$ cat config.mk
export PLATFORM = sky130hd
export DESIGN_NAME = lhp_ctrl
export DESIGN_NICKNAME = d
export VERILOG_FILES = /design/src/lhp_pkg.sv /design/src/lhp_ctrl.sv
export SDC_FILE = /design/constraint.sdc
export NUM_CORES = 1
export LEC_CHECK = 0
export BUFFER_PORTS_ARGS = -buffer_cell sky130_fd_sc_hd__buf_4
export CAP_MARGIN = 30
export CELL_PAD_IN_SITES_DETAIL_PLACEMENT = 0
export CELL_PAD_IN_SITES_GLOBAL_PLACEMENT = 1
export CORE_MARGIN = 2
export CORE_UTILIZATION = 30
export DETAILED_ROUTE_END_ITERATION = 8
export MAX_ROUTING_LAYER = met4
export PLACE_DENSITY = 0.66
export RECOVER_POWER = 25
export SLEW_MARGIN = 20
export SYNTH_ARGS = -nofsm -noshare
export SYNTH_HDL_FRONTEND = slang
export SYNTH_SLANG_ARGS = --single-unit
export TNS_END_PERCENT = 1
$ cat constraint.sdc
create_clock -name clk -period 2.95 [get_ports clk]
set_input_delay 0.295 -clock clk [delete_from_list [all_inputs] [get_ports clk]]
set_output_delay 0.295 -clock clk [all_outputs]
set_load 0.03 [all_outputs]
$ cat src/lhp_pkg.sv
// Shared types, constants and codes of the RGB and luma histogram block.
package lhp_pkg;

	// Histogram geometry: four channels of 256 bins
	localparam int NUM_CH   = 4;
	localparam int CH_W     = 2;
	localparam int NUM_BINS = 256;
	localparam int BIN_W    = 8;
	localparam int WALK_W   = CH_W + BIN_W;

	// Bin count width and the rank reported by a finish walk
	localparam int CNT_W = 24;
	localparam int RANK  = 6;

	// Rec.709 luma weights in Q16, with the rounding half
	localparam logic [15:0] COEF_R    = 16'd13933;
	localparam logic [15:0] COEF_G    = 16'd46871;
	localparam logic [15:0] COEF_B    = 16'd4732;
	localparam logic [23:0] LUMA_HALF = 24'd32768;

	// Channel numbers
	localparam logic [CH_W-1:0] CH_RED   = 2'd0;
	localparam logic [CH_W-1:0] CH_GREEN = 2'd1;
	localparam logic [CH_W-1:0] CH_BLUE  = 2'd2;
	localparam logic [CH_W-1:0] CH_LUMA  = 2'd3;

	// Result kinds
	localparam logic KIND_REF = 1'b0;
	localparam logic KIND_BIN = 1'b1;

	// Register word index of the stride register
	localparam logic REG_STRIDE = 1'b0;

	typedef enum logic [1:0] {
		OP_START  = 2'd0,
		OP_PIXEL  = 2'd1,
		OP_FINISH = 2'd2,
		OP_READ   = 2'd3
	} op_t;

	typedef enum logic [3:0] {
		ST_IDLE,
		ST_CLEAR,
		ST_PIX_RD,
		ST_PIX_WR,
		ST_WALK,
		ST_DRAIN,
		ST_EMIT_REF,
		ST_BIN_RD,
		ST_EMIT_BIN
	} state_t;

	// Commands from the controller to the datapath
	typedef struct packed {
		logic accept;
		logic clr_step;
		logic pix_rd;
		logic pix_wr;
		logic walk_rd;
		logic bin_rd;
		logic emit_ref;
		logic emit_bin;
	} cmd_t;

	// Status from the datapath to the controller
	typedef struct packed {
		logic clr_last;
		logic walk_last;
		logic out_free;
	} sts_t;

endpackage

$ cat src/lhp_ctrl.sv
// Controller state machine that sequences clear, pixel, walk and read work.
module lhp_ctrl import lhp_pkg::*; (
	input  logic   clk,
	input  logic   arst_n,
	input  logic   in_valid,
	input  op_t    op,
	input  sts_t   sts,
	output logic   in_ready,
	output cmd_t   cmd
);

	state_t state_q;
	state_t state_nxt;

	// State register; reset enters the clearing pass
	always_ff @(posedge clk or negedge arst_n) begin
		if (!arst_n) begin
			state_q <= ST_CLEAR;
		end else begin
			state_q <= state_nxt;
		end
	end

	// Next state
	always_comb begin
		state_nxt = state_q;
		case (state_q)
			ST_IDLE: begin
				if (in_valid) begin
					case (op)
						OP_START:  state_nxt = ST_CLEAR;
						OP_PIXEL:  state_nxt = ST_PIX_RD;
						OP_FINISH: state_nxt = ST_WALK;
						OP_READ:   state_nxt = ST_BIN_RD;
						default:   state_nxt = ST_IDLE;
					endcase
				end
			end
			ST_CLEAR: begin
				if (sts.clr_last) begin
					state_nxt = ST_IDLE;
				end
			end
			ST_PIX_RD:  state_nxt = ST_PIX_WR;
			ST_PIX_WR:  state_nxt = ST_IDLE;
			ST_WALK: begin
				if (sts.walk_last) begin
					state_nxt = ST_DRAIN;
				end
			end
			ST_DRAIN:   state_nxt = ST_EMIT_REF;
			ST_EMIT_REF: begin
				if (sts.out_free) begin
					state_nxt = ST_IDLE;
				end
			end
			ST_BIN_RD:  state_nxt = ST_EMIT_BIN;
			ST_EMIT_BIN: begin
				if (sts.out_free) begin
					state_nxt = ST_IDLE;
				end
			end
			default:    state_nxt = ST_IDLE;
		endcase
	end

	// Commands
	always_comb begin
		cmd      = '0;
		in_ready = 1'b0;
		case (state_q)
			ST_IDLE: begin
				in_ready   = 1'b1;
				cmd.accept = in_valid;
			end
			ST_CLEAR:    cmd.clr_step = 1'b1;
			ST_PIX_RD:   cmd.pix_rd   = 1'b1;
			ST_PIX_WR:   cmd.pix_wr   = 1'b1;
			ST_WALK:     cmd.walk_rd  = 1'b1;
			ST_DRAIN:    cmd          = '0;
			ST_EMIT_REF: cmd.emit_ref = sts.out_free;
			ST_BIN_RD:   cmd.bin_rd   = 1'b1;
			ST_EMIT_BIN: cmd.emit_bin = sts.out_free;
			default:     cmd          = '0;
		endcase
	end

endmodule

# Word-level counts from Yosys, hierarchy flattened
# Cells that the tools add are included.
# word_totals
register_bits	4
inputBits	8
out_inout_bits	9
elab_cells	35
# classes
n_eq_ne	15
mux	15
n_reduce_logical	4
# ops
op	n
$pmux 4 s7	1
$eq 4x3->1 const B	4
$mux 4	4
$pmux 4 s4	1
$mux 1	9
$eq 4x2->1 const B	2
$ne 2x2->1 const B	3
$eq 2x2->1 const B	2
$eq 4x1->1 const B	1
$eq 4x4->1 const B	1
$logic_not 4->1	1
$reduce_and 4->1	1
$eq 2x1->1 const B	1
$logic_not 2->1	1
$ne 2x1->1 const B	1
$reduce_or 2->1	1

# Depth between registers and ports, before layout
# depth
ltp_word	4
mapped_depth	6

# Least setup slack after synthesis
# OpenSTA, ideal clock, no wires.
# synth_path
path_kind	reg-to-output
startpoint	register state_q[1]
endpoint	output port cmd[7] in the netlist's numbering
t_arrival_ps	2093
t_required_ps	2655
setup_slack_ps	562
path_stages_with_launch	5
n_path_buf	2
path_cell_list	dfrtp_1 buf_6 buf_2 nor4_1 and2_1
# synth_rtl
item	line_no	rtl
from (decl)	lhp_ctrl.sv:12	state_t state_q;
from (signal assigned)	lhp_ctrl.sv:20	state_q <= state_nxt;
to (decl)	lhp_ctrl.sv:9	output cmd_t cmd

# Worst setup path after layout
# layout_path
startpoint	register state_q[1]
endpoint	register state_q[1]
# layout_via
elab_chain_len	4
word_cells_on_any_way	15
classes_between	11 x eq/ne; 1 x mux; 3 x reduce/logical
# layout_rtl
item	line_no	rtl
$eq 4x4->1 or $eq 4x3->1 (tied branches)	lhp_ctrl.sv:27	case (state_q)
$reduce_or 2->1 (no source line)	-	
$ne 2x1->1 (no source line)	-	
$reduce_and 4->1 (no source line)	-	
# Parallel ways exist; a longest one is shown, timed or not.
# A chain may end at the register's enable or synchronous reset.

==> flow_metrics.py <==
metrics = {
    "critical_path": {
        "setup.worst_path.start_class": "flip-flop",
        "rr_endpoint": "state_q[1]",
        "crit_arrival_ns": 2.04,
        "r2r_start": "state_q[1]",
        "endpoint": "state_q[1]",
        "path_class": "flip-flop to flip-flop",
        "worstPathMaxFanout": 18,
        "reg2regPathDepth": 4,
        "endpoint_kind": "flip-flop",
        "crit_start": "state_q[1]",
        "r2r_slack_ns": 1.04,
        "crit_required_ns": 3.08,
    },
    "min_path": {
        "hold_class": "input port to async pin",
    },
    "logic_synthesis": {
        "ys_ff_latch": 4,
        "synth_area_um2": 440,
        "ys_types": 33,
        "seq_area_frac_synth": 0.230,
        "netlist_instances": 50,
        "yosys.area.top_type": "dfrtp_1",
        "synth_warnings": 0,
        "synth_top_area_frac": 0.170,
        "synth_nets": 62,
        "syn_area_per_cell_um2": 8.81,
        "synthTopCellsByArea": "dfrtp_1, ha_1, dfstp_2",
    },
    "detailed_routing": {
        "via_count": 426,
        "drtIter0Drc": 5,
        "viasPerCell": 5.26,
        "ant_nets": 0,
        "wirelength_mm": 1.03,
        "wire_per_inst_um": 12.7,
        "drc": 0,
        "drtPass1Iterations": 4,
    },
    "cells_and_area": {
        "final_area_um2": 584,
        "layout_commonest_cell": "buf_4",
        "fillCellCount": 144,
        "layout-drive-gt1-share": 0.379,
        "antennaDiodeCount": 0,
        "nets": 79,
        "reg_top3": "state_q: 4 flops",
        "largest_register": "state_q",
        "areaGrowthSynthToFinish_pct": 32.7,
        "mostFrequentLayoutCells": "buf_4, nor4_1, ha_1",
        "largest_reg_flops": 4,
    },
    "die": {
        "dieArea_um2": 1790,
        "fp.coreArea_um2": 1330,
        "die_w_um": 42.3,
        "dieHeight_um": 42.3,
        "io_pins": 17,
        "start_util": 0.330,
        "rows": 13,
    },
    "outcome": {
        "status": "completed",
    },
    "place": {
        "dpl-instance-area_um2": 552,
        "hpwl_um": 707,
        "io_buffers": 16,
        "place.gp.congestion": 0.717,
    },
    "global_route": {
        "gr-usage-met3": 0.0560,
        "grt_max_degree": 19,
        "grt-ovfl-total": 0,
        "grt_usage": 0.137,
        "grt_pass1_vias": 386,
        "met1_usage": 0.190,
        "grt_pass1_wl_mm": 1.79,
        "met2_usage": 0.160,
        "top_usage_layer": "met1",
        "antenna_found_initial": 0,
    },
    "timing": {
        "min_period_ns": 1.91,
        "rsz0062_at_grt": "no",
        "setup_viol": 0,
        "fmax_mhz": 524,
        "fin_skew_ns": 0.00900,
        "final_max_slew_viol_count": 0,
        "finalCritPeriodShare": 0.647,
        "worstMarginPinSlew_ns": 0.519,
        "relSlewSlack": 0.654,
        "hold_viol_final": 0,
        "tns_ns": 0,
    },
    "power": {
        "clkPwrFrac": 0.135,
        "peakVddDrop_v": 0.000363,
        "p_comb_frac": 0.566,
        "internal-power_mw": 0.293,
        "powerDensity_nw_per_um2": 983,
        "p_sw_frac": 0.489,
        "seqPwrFrac": 0.299,
        "switchingPower_mw": 0.281,
        "leakagePower_nw": 0.282,
    },
    "clock_network": {
        "tritoncts": "built",
        "cts_root_buf": "clkbuf_4",
        "clock_path_buffers": 2,
        "clk_pin_slew_ns": 0.04,
        "clk_latency_ns": 0.25,
        "cts_buffers": 3,
        "htreeDepth": 1,
        "postCtsSetupBuffers": 0,
        "cts.sinks": 4,
    },
    "flow_run": {
        "max_cap_viol_count": 0,
    },
}
power groups by stage:
stage	clock network, mW	logic, mW	registers (mW)
after floorplan	0	0.308	0.104
after global placement	0	0.325	0.172
after detailed placement	0	0.325	0.172
final	0.0776	0.325	0.172
after CTS	0.0832	0.328	0.171
after global routing	0.0882	0.353	0.186
metal layers:
| layer | vias to the layer above | share of wire |
|---|---|---|
| met5 | - | 0 |
| met4 | 0 | 0.017 |
| met3 | 2 | 0.065 |
| met2 | 13 | 0.44 |
| met1 | 191 | 0.47 |
| li1 | 220 | - |
worst min-delay path by stage:
stage                 end  slack [ns]  cells past startpoint
2_1_floorplan  state_q[1]     -0.0006                      0
3_3_place_gp   state_q[3]        0.09                      1
3_5_place_dp   state_q[3]        0.09                      1
4_1_cts        state_q[2]        0.37                      2
5_1_grt        state_q[2]        0.42                      2
6_report       state_q[1]        0.42                      2
critical path, cell delays in order, from the launching register on:
cell and delay [ns]:
dfrtp_1 0.56, or3b_1 0.46, a211oi_2 0.35, nor3_2 0.12
mux2_4 0.31
Yosys cell counts:
master,instances
nand3b_1,2
a21oi_1,1
nand2b_1,1
nor4_1,4
nor4_2,1
and2_1,1
a2bb2oi_1,1
nand2_1,2
o32a_1,1
a2111oi_0,1
nor2b_1,1
nor2_1,3
or2_2,1
mux2_4,1
a211oi_2,1
o21ai_0,1
mux2_2,1
nor3_2,1
nor3b_1,1
buf_6,1
buf_2,1
or3_1,1
ha_1,4
dfstp_2,1
a21o_1,1
and3_1,2
inv_1,2
dfrtp_1,3
and4b_1,1
nor3_1,2
clkbuf_1,3
or3b_1,1
nor4b_1,1
cells by family (layout without fill, tap and decap cells):
family,count (synthesis),after routing,share of synthesized area
AOI/OAI and AO/OA,7,7,0.131
adders and majority gates,4,4,0.114
buffers and inverters,7,23,0.0795
DFF,4,4,0.230
muxes,2,2,0.0596
and+or+nand+nor,26,26,0.386
stage by stage:
step / worst slack, ns / cells / hold slack, ns / util / power (mW)
2_1_floorplan: 0.562 / 50 / -0.000591 / - / 0.412
3_3_place_gp: 1.05 / 76 / 0.0917 / 0.414 / 0.497
3_5_place_dp: 1.04 / 76 / 0.0930 / 0.414 / 0.498
4_1_cts: 1.03 / 81 / 0.366 / 0.441 / 0.582
5_1_grt: 0.923 / 81 / 0.425 / 0.438 / 0.627
6_report: 1.04 / 81 / 0.421 / 0.438 / 0.574
area by class of cell:
| class | count | area [um^2] | area share |
|---|---|---|---|
| multi-input combinational | 39 | 304 | 0.520 |
| timing repair buffer | 17 | 126 | 0.216 |
| sequential | 4 | 101 | 0.173 |
| clock buffer | 4 | 26.3 | 0.0450 |
| tap | 15 | 18.8 | 0.0321 |
| inverter | 2 | 7.51 | 0.0128 |
timing repair:
action                    4_1_cts  5_1_grt
hold buffers                    1        0
hold endpoints to repair        3        0
gates resized for setup         0        0
No activity file was read; power rests on OpenSTA's default activity.
